==> src/rtl/can_tx_queue_with_supersede_core_defines.svh <==
// Assertion macros used by the transmit queue datapath.
`ifndef CAN_TX_QUEUE_WITH_SUPERSEDE_CORE_DEFINES_SVH
`define CAN_TX_QUEUE_WITH_SUPERSEDE_CORE_DEFINES_SVH

// Checked only while out of reset; expects clk and arst_n in scope.
`define CTQ_ASSERT_RST(lbl, prop, msg) \
	lbl: assert property (@(posedge clk) disable iff (!arst_n) prop) else $error(msg);

// Checked at every edge, reset included.
`define CTQ_ASSERT_ALWAYS(lbl, prop, msg) \
	lbl: assert property (@(posedge clk) prop) else $error(msg);

`endif

==> src/rtl/ctq_pkg.sv <==
// Types and constants shared by the CAN transmit queue modules.
package ctq_pkg;

	localparam logic [3:0] MAX_BYTES = 4'd8;

	typedef enum logic [2:0] {
		ST_IDLE,
		ST_CHECK,
		ST_MARK,
		ST_PUSH,
		ST_POP_RD,
		ST_POP_CHK,
		ST_DONE
	} state_t;

	typedef enum logic [1:0] {
		RES_ACK,
		RES_BUSY,
		RES_DIRECT,
		RES_POP
	} res_sel_t;

	typedef struct packed {
		logic        req_type;
		logic        mailbox_free;
		logic [10:0] frame_id;
		logic [3:0]  frame_length;
		logic        remote_request;
		logic        keep_all;
		logic [63:0] frame_data;
	} frame_req_t;

	typedef struct packed {
		logic        status;
		logic        tx_valid;
		logic [10:0] tx_id;
		logic [3:0]  tx_length;
		logic        tx_remote;
		logic [63:0] tx_data;
	} frame_res_t;

	typedef struct packed {
		logic [10:0] id;
		logic [3:0]  len;
		logic        remote;
		logic [63:0] data;
	} entry_t;

	typedef struct packed {
		logic     capture;
		logic     scan_load;
		logic     scan_issue;
		logic     push;
		logic     pop_rd;
		logic     pop_adv;
		logic     pend_load;
		res_sel_t pend_sel;
		logic     out_load;
	} ctq_cmd_t;

	typedef struct packed {
		logic req_type;
		logic mailbox_free;
		logic keep_all;
		logic full;
		logic empty;
		logic scan_end;
		logic stale;
		logic out_free;
	} ctq_sts_t;

endpackage

==> src/rtl/ctq_req_if.sv <==
// Request channel: send requests and mailbox-complete events.
interface ctq_req_if;
	logic        valid;
	logic        ready;
	logic        req_type;
	logic        mailbox_free;
	logic [10:0] frame_id;
	logic [3:0]  frame_length;
	logic        remote_request;
	logic        keep_all;
	logic [63:0] frame_data;

	modport source (
		output valid, req_type, mailbox_free, frame_id, frame_length,
			remote_request, keep_all, frame_data,
		input ready
	);
	modport sink (
		input valid, req_type, mailbox_free, frame_id, frame_length,
			remote_request, keep_all, frame_data,
		output ready
	);
endinterface

==> src/rtl/ctq_res_if.sv <==
// Result channel: status and the frame handed to the transmitter.
interface ctq_res_if;
	logic        valid;
	logic        ready;
	logic        status;
	logic        tx_valid;
	logic [10:0] tx_id;
	logic [3:0]  tx_length;
	logic        tx_remote;
	logic [63:0] tx_data;

	modport source (
		output valid, status, tx_valid, tx_id, tx_length, tx_remote, tx_data,
		input ready
	);
	modport sink (
		input valid, status, tx_valid, tx_id, tx_length, tx_remote, tx_data,
		output ready
	);
endinterface

==> src/rtl/ctq_ctrl.sv <==
// Sequencer for the transmit queue: decides, scans, pushes, pops.
module ctq_ctrl (
	input  logic              clk,
	input  logic              arst_n,
	input  logic              in_valid,
	output logic              in_ready,
	input  ctq_pkg::ctq_sts_t sts,
	output ctq_pkg::ctq_cmd_t cmd
);

	ctq_pkg::state_t state_q, state_nxt;

	always_ff @(posedge clk or negedge arst_n) begin
		if (!arst_n) begin
			state_q <= ctq_pkg::ST_IDLE;
		end else begin
			state_q <= state_nxt;
		end
	end

	always_comb begin
		state_nxt = state_q;
		unique case (state_q)
			ctq_pkg::ST_IDLE: begin
				if (in_valid) state_nxt = ctq_pkg::ST_CHECK;
			end
			ctq_pkg::ST_CHECK: begin
				if (sts.req_type) state_nxt = ctq_pkg::ST_POP_RD;
				else if (sts.mailbox_free || sts.full) state_nxt = ctq_pkg::ST_DONE;
				else if (sts.keep_all) state_nxt = ctq_pkg::ST_PUSH;
				else state_nxt = ctq_pkg::ST_MARK;
			end
			ctq_pkg::ST_MARK: begin
				if (sts.scan_end) state_nxt = ctq_pkg::ST_PUSH;
			end
			ctq_pkg::ST_PUSH: begin
				state_nxt = ctq_pkg::ST_DONE;
			end
			ctq_pkg::ST_POP_RD: begin
				if (sts.empty) state_nxt = ctq_pkg::ST_DONE;
				else state_nxt = ctq_pkg::ST_POP_CHK;
			end
			ctq_pkg::ST_POP_CHK: begin
				if (sts.stale) state_nxt = ctq_pkg::ST_POP_RD;
				else state_nxt = ctq_pkg::ST_DONE;
			end
			ctq_pkg::ST_DONE: begin
				if (sts.out_free) state_nxt = ctq_pkg::ST_IDLE;
			end
			default: state_nxt = ctq_pkg::ST_IDLE;
		endcase
	end

	always_comb begin
		in_ready = 1'b0;
		cmd = '0;
		cmd.pend_sel = ctq_pkg::RES_ACK;
		unique case (state_q)
			ctq_pkg::ST_IDLE: begin
				in_ready = 1'b1;
				cmd.capture = in_valid;
			end
			ctq_pkg::ST_CHECK: begin
				if (!sts.req_type) begin
					if (sts.mailbox_free) begin
						cmd.pend_load = 1'b1;
						cmd.pend_sel  = ctq_pkg::RES_DIRECT;
					end else if (sts.full) begin
						cmd.pend_load = 1'b1;
						cmd.pend_sel  = ctq_pkg::RES_BUSY;
					end else if (!sts.keep_all) begin
						cmd.scan_load = 1'b1;
					end
				end
			end
			ctq_pkg::ST_MARK: begin
				cmd.scan_issue = !sts.scan_end;
			end
			ctq_pkg::ST_PUSH: begin
				cmd.push      = 1'b1;
				cmd.pend_load = 1'b1;
				cmd.pend_sel  = ctq_pkg::RES_ACK;
			end
			ctq_pkg::ST_POP_RD: begin
				if (sts.empty) begin
					cmd.pend_load = 1'b1;
					cmd.pend_sel  = ctq_pkg::RES_ACK;
				end else begin
					cmd.pop_rd = 1'b1;
				end
			end
			ctq_pkg::ST_POP_CHK: begin
				cmd.pop_adv = 1'b1;
				if (!sts.stale) begin
					cmd.pend_load = 1'b1;
					cmd.pend_sel  = ctq_pkg::RES_POP;
				end
			end
			ctq_pkg::ST_DONE: begin
				cmd.out_load = sts.out_free;
			end
			default: begin
				in_ready = 1'b0;
			end
		endcase
	end

endmodule

==> src/rtl/ctq_dpath.sv <==
// Queue storage, pointers, stale scan and result registers.
`include "can_tx_queue_with_supersede_core_defines.svh"

module ctq_dpath #(
	parameter int QUEUE_DEPTH = 8
) (
	input  logic                clk,
	input  logic                arst_n,
	input  ctq_pkg::ctq_cmd_t   cmd,
	output ctq_pkg::ctq_sts_t   sts,
	input  ctq_pkg::frame_req_t in_frame,
	input  logic                out_ready,
	output logic                out_valid,
	output ctq_pkg::frame_res_t out_frame
);

	localparam int PTR_W = $clog2(QUEUE_DEPTH);
	localparam logic [PTR_W-1:0] LAST_SLOT = PTR_W'(QUEUE_DEPTH - 1);

	function automatic logic [PTR_W-1:0] next_slot(input logic [PTR_W-1:0] p);
		next_slot = (p == LAST_SLOT) ? '0 : p + 1'b1;
	endfunction

	function automatic logic [3:0] clamp_len(input logic [3:0] len);
		clamp_len = (len > ctq_pkg::MAX_BYTES) ? ctq_pkg::MAX_BYTES : len;
	endfunction

	function automatic logic [63:0] keep_bytes(input logic [63:0] data,
		input logic [3:0] len);
		logic [63:0] res;
		res = '0;
		for (int i = 0; i < 8; i++) begin
			if (4'(i) < len) res[8*i +: 8] = data[8*i +: 8];
		end
		keep_bytes = res;
	endfunction

	// captured request
	logic        type_q, free_q, keep_q, remote_q;
	logic [10:0] id_q;
	logic [3:0]  len_q;
	logic [63:0] data_q;

	logic [PTR_W-1:0] wp_q, rp_q, scan_q, scan_s1;
	logic             scan_vld_s1;

	ctq_pkg::entry_t ent_mem [QUEUE_DEPTH];
	logic            stale_mem [QUEUE_DEPTH];
	ctq_pkg::entry_t ent_rd_q;
	logic            stale_rd_q;

	ctq_pkg::frame_res_t pend_q, pend_nxt;
	logic                out_valid_q;
	ctq_pkg::frame_res_t out_q;

	logic             mark_hit;
	logic [PTR_W-1:0] rd_addr;
	logic [3:0]       cap_len;

	assign cap_len  = clamp_len(in_frame.frame_length);
	assign mark_hit = scan_vld_s1 && (ent_rd_q.id == id_q);
	assign rd_addr  = cmd.pop_rd ? rp_q : scan_q;

	always_ff @(posedge clk) begin
		if (cmd.capture) begin
			type_q   <= in_frame.req_type;
			free_q   <= in_frame.mailbox_free;
			keep_q   <= in_frame.keep_all;
			remote_q <= in_frame.remote_request;
			id_q     <= in_frame.frame_id;
			len_q    <= cap_len;
			data_q   <= keep_bytes(in_frame.frame_data, cap_len);
		end
	end

	always_ff @(posedge clk or negedge arst_n) begin
		if (!arst_n) begin
			wp_q        <= '0;
			rp_q        <= '0;
			scan_q      <= '0;
			scan_vld_s1 <= 1'b0;
		end else begin
			if (cmd.push) wp_q <= next_slot(wp_q);
			if (cmd.pop_adv) rp_q <= next_slot(rp_q);
			if (cmd.scan_load) scan_q <= rp_q;
			else if (cmd.scan_issue) scan_q <= next_slot(scan_q);
			scan_vld_s1 <= cmd.scan_issue;
		end
	end

	always_ff @(posedge clk) begin
		if (cmd.scan_issue) scan_s1 <= scan_q;
	end

	// entry store: one write, one registered read
	always_ff @(posedge clk) begin
		if (cmd.push) ent_mem[wp_q] <= '{id: id_q, len: len_q, remote: remote_q, data: data_q};
		if (cmd.pop_rd || cmd.scan_issue) ent_rd_q <= ent_mem[rd_addr];
	end

	// stale flags: cleared on push, set when a scanned entry read back matches the id
	always_ff @(posedge clk) begin
		if (cmd.push) stale_mem[wp_q] <= 1'b0;
		else if (mark_hit) stale_mem[scan_s1] <= 1'b1;
		if (cmd.pop_rd) stale_rd_q <= stale_mem[rp_q];
	end

	always_comb begin
		pend_nxt = '0;
		case (cmd.pend_sel)
			ctq_pkg::RES_BUSY: pend_nxt.status = 1'b1;
			ctq_pkg::RES_DIRECT: begin
				pend_nxt.tx_valid  = 1'b1;
				pend_nxt.tx_id     = id_q;
				pend_nxt.tx_length = len_q;
				pend_nxt.tx_remote = remote_q;
				pend_nxt.tx_data   = data_q;
			end
			ctq_pkg::RES_POP: begin
				pend_nxt.tx_valid  = 1'b1;
				pend_nxt.tx_id     = ent_rd_q.id;
				pend_nxt.tx_length = ent_rd_q.len;
				pend_nxt.tx_remote = ent_rd_q.remote;
				pend_nxt.tx_data   = ent_rd_q.data;
			end
			default: pend_nxt = '0;
		endcase
	end

	always_ff @(posedge clk) begin
		if (cmd.pend_load) pend_q <= pend_nxt;
		if (cmd.out_load) out_q <= pend_q;
	end

	always_ff @(posedge clk or negedge arst_n) begin
		if (!arst_n) begin
			out_valid_q <= 1'b0;
		end else if (cmd.out_load) begin
			out_valid_q <= 1'b1;
		end else if (out_ready) begin
			out_valid_q <= 1'b0;
		end
	end

	assign out_valid = out_valid_q;
	assign out_frame = out_q;

	always_comb begin
		sts.req_type     = type_q;
		sts.mailbox_free = free_q;
		sts.keep_all     = keep_q;
		sts.full         = (next_slot(wp_q) == rp_q);
		sts.empty        = (rp_q == wp_q);
		sts.scan_end     = (scan_q == wp_q);
		sts.stale        = stale_rd_q;
		sts.out_free     = !out_valid_q || out_ready;
	end

	`CTQ_ASSERT_RST(a_push_not_full, cmd.push |-> (next_slot(wp_q) != rp_q), "push into full queue")
	`CTQ_ASSERT_RST(a_pop_not_empty, cmd.pop_adv |-> (rp_q != wp_q), "read pointer passed write pointer")
	`CTQ_ASSERT_RST(a_no_stale_clash, scan_vld_s1 |-> !cmd.push, "stale mark collides with push")
	`CTQ_ASSERT_ALWAYS(a_no_overwrite, cmd.out_load |-> (!out_valid_q || out_ready), "result word overwritten")

endmodule

==> src/rtl/can_tx_queue_with_supersede_core.sv <==
// Top level of the CAN transmit queue with same-identifier supersede.
// Every request word gives exactly one result word. A send with a free
// mailbox, or a send refused as busy, goes straight to a result; a queued
// send with keep_all is pushed, and a superseding send first compares the
// frames queued, one entry compared per cycle, and is then pushed. A
// mailbox-complete event acknowledges an empty queue and otherwise hands
// over a frame, after dropping every stale frame from the head. The
// pace is set by the single read port of the entry memory and the sequencer
// that shares it. A new request is taken once the previous one has been
// handed to the output register, while that result may still wait to be
// taken. No clearing pass follows reset; the queue holds QUEUE_DEPTH - 1 frames.
module can_tx_queue_with_supersede_core #(
	parameter int QUEUE_DEPTH = 8
) (
	input logic       clk,
	input logic       arst_n,
	ctq_req_if.sink   req,
	ctq_res_if.source res
);

	ctq_pkg::ctq_cmd_t   cmd;
	ctq_pkg::ctq_sts_t   sts;
	ctq_pkg::frame_req_t in_frame;
	ctq_pkg::frame_res_t out_frame;
	logic                out_valid;

	always_comb begin
		in_frame.req_type       = req.req_type;
		in_frame.mailbox_free   = req.mailbox_free;
		in_frame.frame_id       = req.frame_id;
		in_frame.frame_length   = req.frame_length;
		in_frame.remote_request = req.remote_request;
		in_frame.keep_all       = req.keep_all;
		in_frame.frame_data     = req.frame_data;
	end

	ctq_ctrl u_ctrl (
		.clk      (clk),
		.arst_n   (arst_n),
		.in_valid (req.valid),
		.in_ready (req.ready),
		.sts      (sts),
		.cmd      (cmd)
	);

	ctq_dpath #(
		.QUEUE_DEPTH (QUEUE_DEPTH)
	) u_dpath (
		.clk       (clk),
		.arst_n    (arst_n),
		.cmd       (cmd),
		.sts       (sts),
		.in_frame  (in_frame),
		.out_ready (res.ready),
		.out_valid (out_valid),
		.out_frame (out_frame)
	);

	assign res.valid     = out_valid;
	assign res.status    = out_frame.status;
	assign res.tx_valid  = out_frame.tx_valid;
	assign res.tx_id     = out_frame.tx_id;
	assign res.tx_length = out_frame.tx_length;
	assign res.tx_remote = out_frame.tx_remote;
	assign res.tx_data   = out_frame.tx_data;

endmodule
==> src/flat_wrapper.sv <==
// flat-port wrapper written by rule: the top's interface ports become plain ports
module can_tx_queue_with_supersede_core_flat 
#(
	parameter int QUEUE_DEPTH = 8
)
  (clk, arst_n, req_valid, req_req_type, req_mailbox_free, req_frame_id, req_frame_length, req_remote_request, req_keep_all, req_frame_data, req_ready, res_valid, res_status, res_tx_valid, res_tx_id, res_tx_length, res_tx_remote, res_tx_data, res_ready);
  ctq_req_if req_i ();
  ctq_res_if res_i ();
  input logic clk;
  input logic arst_n;
  input wire logic [$bits(req_i.valid)-1:0] req_valid;
  input wire logic [$bits(req_i.req_type)-1:0] req_req_type;
  input wire logic [$bits(req_i.mailbox_free)-1:0] req_mailbox_free;
  input wire logic [$bits(req_i.frame_id)-1:0] req_frame_id;
  input wire logic [$bits(req_i.frame_length)-1:0] req_frame_length;
  input wire logic [$bits(req_i.remote_request)-1:0] req_remote_request;
  input wire logic [$bits(req_i.keep_all)-1:0] req_keep_all;
  input wire logic [$bits(req_i.frame_data)-1:0] req_frame_data;
  output wire logic [$bits(req_i.ready)-1:0] req_ready;
  output wire logic [$bits(res_i.valid)-1:0] res_valid;
  output wire logic [$bits(res_i.status)-1:0] res_status;
  output wire logic [$bits(res_i.tx_valid)-1:0] res_tx_valid;
  output wire logic [$bits(res_i.tx_id)-1:0] res_tx_id;
  output wire logic [$bits(res_i.tx_length)-1:0] res_tx_length;
  output wire logic [$bits(res_i.tx_remote)-1:0] res_tx_remote;
  output wire logic [$bits(res_i.tx_data)-1:0] res_tx_data;
  input wire logic [$bits(res_i.ready)-1:0] res_ready;
  assign req_i.valid = req_valid;
  assign req_i.req_type = req_req_type;
  assign req_i.mailbox_free = req_mailbox_free;
  assign req_i.frame_id = req_frame_id;
  assign req_i.frame_length = req_frame_length;
  assign req_i.remote_request = req_remote_request;
  assign req_i.keep_all = req_keep_all;
  assign req_i.frame_data = req_frame_data;
  assign req_ready = req_i.ready;
  assign res_valid = res_i.valid;
  assign res_status = res_i.status;
  assign res_tx_valid = res_i.tx_valid;
  assign res_tx_id = res_i.tx_id;
  assign res_tx_length = res_i.tx_length;
  assign res_tx_remote = res_i.tx_remote;
  assign res_tx_data = res_i.tx_data;
  assign res_i.ready = res_ready;
  can_tx_queue_with_supersede_core #(.QUEUE_DEPTH(QUEUE_DEPTH)) u_core (.clk(clk), .arst_n(arst_n), .req(req_i), .res(res_i));
endmodule
==> config.mk <==
export PLATFORM = sky130hd
export DESIGN_NAME = can_tx_queue_with_supersede_core_flat
export DESIGN_NICKNAME = d
export VERILOG_FILES = /design/src/rtl/ctq_pkg.sv /design/src/rtl/ctq_req_if.sv /design/src/rtl/ctq_res_if.sv /design/src/rtl/ctq_ctrl.sv /design/src/rtl/ctq_dpath.sv /design/src/rtl/can_tx_queue_with_supersede_core.sv /design/src/flat_wrapper.sv
export VERILOG_INCLUDE_DIRS = /design/src /design/src/rtl
export SDC_FILE = /design/constraint.sdc
export NUM_CORES = 1
export LEC_CHECK = 0
export BUFFER_PORTS_ARGS = -buffer_cell sky130_fd_sc_hd__buf_2
export CAP_MARGIN = 30
export CORE_ASPECT_RATIO = 0.6
export CORE_MARGIN = 3
export CORE_UTILIZATION = 25
export CTS_CLUSTER_DIAMETER = 200
export DETAILED_ROUTE_END_ITERATION = 16
export PLACE_DENSITY = 0.45
export SKIP_LAST_GASP = 1
export SLEW_MARGIN = 30
export SYNTH_ARGS = -nofsm -noshare
export SYNTH_HDL_FRONTEND = slang
export SYNTH_SLANG_ARGS = --single-unit
==> constraint.sdc <==
create_clock -name clk -period 13.4 [get_ports clk]
set_input_delay 0.67 -clock clk [delete_from_list [all_inputs] [get_ports clk]]
set_output_delay 0.67 -clock clk [all_outputs]
set_load 0.03 [all_outputs]
# --- Word level (Yosys, flattened, before mapping) ---
# Memory sizes are Yosys's and may differ from the RTL's. A register that Yosys moved wholly into a read port is not among the register bits.
# Index checks and enable logic that the tools add are counted.
word_totals:
  in_bits: 87
  mem_bits_rw: 648
  mem_count: 2
  register_bits: 264
  wordCells: 124
  output_inout_bits: 84
memory_table:
  columns: ["memory", "depth", "width", "read_ports", "rd_ports_with_merged_regs", "wr", "line", "rtl"]
  rows:
  - ["u_core.u_dpath.ent_mem", 8, 80, 1, 1, 1, "ctq_dpath.sv:47", "ctq_pkg::entry_t ent_mem [QUEUE_DEPTH];"]
  - ["u_core.u_dpath.stale_mem", 8, 1, 1, 1, 1, "ctq_dpath.sv:48", "logic stale_mem [QUEUE_DEPTH];"]
op_classes:
  order_cmp: 9
  n_addsub: 3
  n_reduce_logical: 11
  mux: 47
  eq_ne: 19
ops:
  columns: ["op", "n"]
  rows:
  - ["$pmux 81 s2", 1]
  - ["$mux 3", 17]
  - ["$mux 1", 24]
  - ["$pmux 3 s7", 1]
  - ["$eq 3x3->1 const B", 6]
  - ["$lt 3x4->1 const A", 4]
  - ["$pmux 3 s4", 1]
  - ["$eq 11x11->1", 1]
  - ["$add 3x1->3 const B", 3]
  - ["$eq 3x3->1", 3]
  - ["$lt 1x4->1 const A", 2]
  - ["$lt 2x4->1 const A", 2]
  - ["$eq 3x2->1 const B", 2]
  - ["$ne 2x2->1 const B", 3]
  - ["$eq 2x2->1 const B", 2]
  - ["$gt 4x4->1 const B", 1]
  - ["$mux 2", 2]
  - ["$mux 4", 1]
  - ["$reduce_bool 2->1", 2]
  - ["$eq 3x1->1 const B", 1]
  - ["$logic_not 3->1", 1]
  - ["$logic_or 1x1->1", 3]
  - ["$reduce_and 3->1", 1]
  - ["$eq 2x1->1 const B", 1]
  - ["other kinds (3)", 4]

# --- Logic depth before layout (Yosys ltp) ---
depth:
  ltp_word: 9
  mapped_depth: 9

# --- Modules after synthesis ---
# From an unflattened synthesis, not the netlist that was laid out.
hier_totals:
  hier_cells: 2400
  area_unflattened_um2: 37913.9
by_module_without_submodules:
  columns: ["module", "instances", "cells_each", "seq_area_each_um2", "area_each_um2"]
  rows:
  - ["ctq_dpath", 1, 2349, 29673.5, 37558.5]
  - ["ctq_ctrl", 1, 51, 75.1, 355.3]

# --- Worst setup path after synthesis ---
# No wires, ideal clock.
synth_path:
  path_type: "flip-flop to flip-flop"
  from: "reg u_core.u_ctrl.state_q[2]"
  to: "mem u_core.u_dpath.stale_mem[0], enable pin"
  arrival_ns: 9.371
  synth_period_minus_slack_ns: 9.702
  path_stages_with_launch: 6
  setup_time_ns: 0.331
  n_path_buf: 1
  slack_ns: 3.698
  cell_sequence: "dfrtp_1 -> clkbuf_1 -> nor2b_1 -> nand2_1 -> nor4_1 -> o21bai_1"
synth_between:
  elab_chain_cells: 6
  elab_cells_between_ends: 9
  cone_classes: "eq/ne: 1; mux: 7; reduce/logical: 1"
synth_lines:
  columns: ["item", "line", "rtl"]
  rows:
  - ["start, declared", "ctq_ctrl.sv:11", "ctq_pkg::state_t state_q, state_nxt;"]
  - ["start signal, assigned", "ctq_ctrl.sv:15", "state_q <= ctq_pkg::ST_IDLE;"]
  - ["start signal, assigned", "ctq_ctrl.sv:17", "state_q <= state_nxt;"]
  - ["$eq 3x2->1 *", "ctq_ctrl.sv:58", "unique case (state_q)"]
  - ["$mux 1 *", "ctq_ctrl.sv:58", null]
  - ["$mux 1", "ctq_dpath.sv:103", "if (cmd.push) stale_mem[wp_q] <= 1'b0;"]
  - ["$mux 1 (implied by the code)", "ctq_dpath.sv:104", "else if (mark_hit) stale_mem[scan_s1] <= 1'b1;"]
  - ["$reduce_or 1->1 (no source line)", null, null]
  - ["$mux 3 (no source line) / $mux 1 (equally long branches)", null, null]
  - ["end, declared", "ctq_dpath.sv:48", null]
# Every way passes the cells marked *; elsewhere a longest branch is shown, timed or not.

# --- Worst setup path after layout ---
layout_path:
  from: "reg u_core.u_ctrl.state_q[2]"
  to: "reg, netlist name u_core.u_dpath.ent_rd_q[25]"
layout_between:
  elab_chain_cells: 3
  elab_cells_between_ends: 6
  cone_classes: "eq/ne: 2; mux: 3; reduce/logical: 1"
layout_lines:
  columns: ["item", "line"]
  rows:
  - ["$eq 3x3->1 / $eq 3x2->1 (equally long branches)", "ctq_ctrl.sv:58"]
  - ["$mux 1", "ctq_ctrl.sv:58"]
  - ["$mux 3 / $logic_or 1x1->1 (equally long branches)", "ctq_dpath.sv:62, ctq_dpath.sv:98"]
# Several ways; a longest one is shown, not always the timed one.
# A chain may end at the register's enable or synchronous reset.

==> impl.org <==
** Run status
- Result of the run :: completed

** Clock tree
- Hold Buf Count CTS :: 1
- Cell at the root of the clock tree :: sky130_fd_sc_hd__clkbuf_16
- Number of buffers inserted by post-CTS setup repair :: 0
- Clock buffer depth :: 3
- In this run the number of H-tree levels came out at 3.
- In this run, CTS created clock tree buffers numbering 99.
- CTS saw 993 sinks.
- Once the clock tree was built, the resizer swapped 0 gates to a different size.
- Clock edge transition at the registers on the reported setup and hold paths :: 60 ps
- Clock latency on the worst-skew pair, taken at its later pin, is 710 ps.
- CTS tree :: built

** Power
- For this design the total switching power over the nets is 0.004514 W.
- In this run the power density over the cells is 255.8 nW/um^2.
- The worst-case IR drop observed on VDD is 0.3937 mV.
- Of the total power, combinational logic draws 0.382.
- Sequential share of power :: 0.380
- Total internal power :: 0.007303 W
- For this design the static power due to leakage is 15.56 nW.
- Switching portion of total power :: 0.3820
- Relative contribution of the clock network to total power :: 0.238

** Logic synthesis
- In the post-synthesis netlist, the biggest area contributors are sky130_fd_sc_hd__edfxtp_1, sky130_fd_sc_hd__mux2i_1, sky130_fd_sc_hd__o21ai_0.
- Gate Count Post-Synth :: 2365
- The synthesized netlist occupies a cell area of 39460 sq um.
- Area leader, netlist :: sky130_fd_sc_hd__edfxtp_1
- In the synthesized netlist the dominant register cell turns out to be sky130_fd_sc_hd__edfxtp_1.
- Each instance of the synthesized netlist takes up on average 16.68 sq um.
- Number of distinct library cells after synthesis :: 57
- Counting flops and latches in the post-synthesis netlist gives 993.
- The Yosys step of the flow raised 0 warnings.
- The number of nets handed over by synthesis was 2458.
- For this run, the register share of the synthesized area comes to 0.7540.
- Share of flip-flops with an asynchronous set or reset after synthesis :: 0.01410
- Yosys mapped a number of flops with a built-in enable equal to 979.
- Of the post-synthesis cell area, the dominant cell type holds 0.7451.

** STA
- The worst path in the final design needs a cycle of 4518 ps, including I/O delays and setup.
- Setup TNS :: 0 ps
- In this run the tightest slew margin relative to its limit is 0.3586.
- Highest clock rate :: 0.2214 GHz
- Final hold violation count :: 0
- RSZ-0062 raised after global routing :: false
- Smallest setup slack after layout :: 8883 ps
- Worst clock skew on the final layout :: 39.88 ps
- Setup violations remaining at the end of the flow were counted as 0.
- For the pin with the worst max-slew slack, the measured transition is 962.0 ps.
- Final max-slew violation count :: 0
- Dividing the final minimum period by the clock period gives 0.3371.

** Layout
- Most frequent standard cell in the layout excluding fill and tap cells :: sky130_fd_sc_hd__edfxtp_1
- Net total in the final layout :: 2605
- In the final layout, the share of cells above drive strength 1 is 0.1893.
- Area growth from synthesis to final layout :: 17.09%
- Post-Layout Inst Area :: 46200 sq um
- Final Core Density :: 0.2959
- Number of filler instances in the final layout :: 15470
- Leading cell types in the layout, fill and taps excluded :: sky130_fd_sc_hd__edfxtp_1, sky130_fd_sc_hd__o21ai_0, sky130_fd_sc_hd__buf_2

** Drt
- Average wire length per cell after detail routing :: 25.56 um
- Vias per cell :: 4.944
- Drt drc :: 0
- Detailed routing placed a total of 7.392 mm of wire on met3.
- The first TritonRoute pass finished after 5 iterations.
- Routed length on met1 :: 55.37 mm
- DRT antenna net count :: 0
- The routed layout has 23230 vias.
- Met2 routed WL :: 54.69 mm
- For this block, the routed nets add up to 120.1 mm of wire.
- The first routing iteration left 1923 violations.
- Top metal layer carrying routed signals :: met5

** Floorplan
- The die is 313.7 um tall.
- For this configuration, the core starts out at a cell density of 0.2527.
- Std-Cell Rows :: 112
- In this run the count of I/O pins placed on the die edge is 171.
- In this run the standard cell core region covers 156100 sq um.
- In this run the horizontal extent of the chip is 518.9 um.
- The die covers 162800 sq um.

** Hold path
- Worst min-delay path class :: primary input to flop

** Global routing
- The number of antenna violations at the first check in global routing is 10.
- Entering global routing, the biggest net connects 82 pins.
- Total global routing overflow :: 0
- Global-route wire length before repair :: 172.9 mm
- Across every metal layer, demand over resource in global routing totals 0.1435.
- Via count of the first global-routing pass :: 24130

** Critical path
- At the worst endpoint, the required time is 13790 ps.
- Arrival time at the worst endpoint :: 4910 ps
- Capturing element type of the critical path :: flop
- The setup path with the least slack is of type flop to flop.
- Startpoint class of the critical path :: flop
- Worst-path maximum fanout :: 81

** Flow run
- The tool flagged a number of max-cap violations equal to 0.

** Placed design
- Total cell area at the placement stage :: 42900 sq um
- After legalization and detailed placement, the total HPWL measured 64.11 mm.
- Dpl ws :: 8953 ps
- At the end of routability-driven placement, the weighted congestion stood at 0.7361.
- Port buffering added 170 buffers.
[registers in the layout, indices dropped and copies added, names as in the netlist, 4 cells and up]
register / flops
u_core.u_dpath.data_q: 64
u_core.u_dpath.ent_mem: 640
u_core.u_dpath.ent_rd_q: 80
u_core.u_dpath.id_q: 11
u_core.u_dpath.len_q: 4
u_core.u_dpath.out_frame: 82
u_core.u_dpath.pend_q: 82
u_core.u_dpath.stale_mem: 8
[area by class of cell]
class                           instances  area, sq um  share of cell area
Tap cell                             2109         2639             0.05712
Sequential cell                       993        29750              0.6439
Timing Repair Buffer                  226         1473             0.03188
Clock buffer                          121         2624             0.05679
Antenna cell                            1        2.502          0.00005416
Inverter                                4        15.01           0.0003250
Multi-Input combinational cell       1188         9092              0.1968
Clock inverter                         56        606.8             0.01313
[stage by stage]
stage | hold slack [ps] | cells | total power, W
floorplan | 374.4 | 2365 | 0.007566
global placement | 405.6 | 4510 | 0.008944
detailed placement | 404.5 | 4517 | 0.009072
CTS | 79.50 | 4695 | 0.01192
global route | 98.08 | 4697 | 0.01239
finish | 143.6 | 4698 | 0.01182
[path summary, 6_finish.rpt]
path	start	endpoint	slack (ps)	cells after the start
max	u_core.u_ctrl.state_q[2]$_DFFE_PN0P_	u_core.u_dpath.ent_rd_q[25]$_DFFE_PP_	8880	8
min	req_mailbox_free	u_core.u_dpath.free_q$_DFFE_PP_	140	1
max reg2reg	u_core.u_ctrl.state_q[2]$_DFFE_PN0P_	u_core.u_dpath.ent_rd_q[25]$_DFFE_PP_	8880	8
min reg2reg	u_core.u_dpath.pend_q[24]$_DFFE_PP_	u_core.u_dpath.out_frame[24]$_DFFE_PP_	410	0
max in group asynchronous	arst_n	u_core.u_dpath.scan_q[0]$_DFFE_PN0P_	12690	2
min in group asynchronous	arst_n	u_core.u_ctrl.state_q[2]$_DFFE_PN0P_	430	2
[critical path: stages (launching register included)]
cell and delay, ps:
sky130_fd_sc_hd__dfrtp_1 580, sky130_fd_sc_hd__or3b_1 600, sky130_fd_sc_hd__a211oi_4 290, sky130_fd_sc_hd__buf_6 690
sky130_fd_sc_hd__nor2_4 100, sky130_fd_sc_hd__nand2_8 450, sky130_fd_sc_hd__buf_4 820, sky130_fd_sc_hd__mux2i_1 330
sky130_fd_sc_hd__a221oi_2 100
[synthesized netlist by cell type, types with 4 or more instances]
cell and count:
sky130_fd_sc_hd__a22o_1 80, sky130_fd_sc_hd__nand4_1 82, sky130_fd_sc_hd__nand3_1 83, sky130_fd_sc_hd__clkbuf_1 142, sky130_fd_sc_hd__mux2i_1 162, sky130_fd_sc_hd__nor2_1 17, sky130_fd_sc_hd__mux2_2 5, sky130_fd_sc_hd__o21ai_0 247
sky130_fd_sc_hd__dfrtp_1 14, sky130_fd_sc_hd__xor2_1 11, sky130_fd_sc_hd__buf_2 20, sky130_fd_sc_hd__xnor2_1 11, sky130_fd_sc_hd__and2_1 11, sky130_fd_sc_hd__a221oi_2 80, sky130_fd_sc_hd__ha_1 6, sky130_fd_sc_hd__buf_4 6
sky130_fd_sc_hd__o21bai_1 5, sky130_fd_sc_hd__nor3_1 14, sky130_fd_sc_hd__and3_1 162, sky130_fd_sc_hd__buf_6 8, sky130_fd_sc_hd__nand2b_1 10, sky130_fd_sc_hd__o32ai_1 80, sky130_fd_sc_hd__nand2_1 16, sky130_fd_sc_hd__nor4_1 4
sky130_fd_sc_hd__edfxtp_1 979, sky130_fd_sc_hd__inv_1 4, sky130_fd_sc_hd__nor2b_1 61
[routing by layer]
layer / track usage / up-vias
li1: - / 9909
met1: 0.2031 / 12180
met2: 0.2250 / 936
met3: 0.02783 / 203
met4: 0.03739 / 2
met5: 0 / -
[logic make-up after synthesis]
family / share of synthesized area
flip-flops: 0.7540
AO/OA/AOI/OAI: 0.1034
AND/OR/NAND/NOR: 0.07068
buffers and inverters: 0.02109
multiplexers: 0.04367
XOR/XNOR: 0.005296
adder cells (fa/ha/maj): 0.001903
[power groups by stage]
stage | combinational (W) | sequential (W) | clock [W]
after floorplan | 0.00297 | 0.00459 | 0
after global placement | 0.00439 | 0.00455 | 0
after detailed placement | 0.00451 | 0.00456 | 0
after CTS | 0.00453 | 0.00450 | 0.00289
after global routing | 0.00482 | 0.00454 | 0.00303
final | 0.00452 | 0.00449 | 0.00281
(Power assumes the default switching activity.)
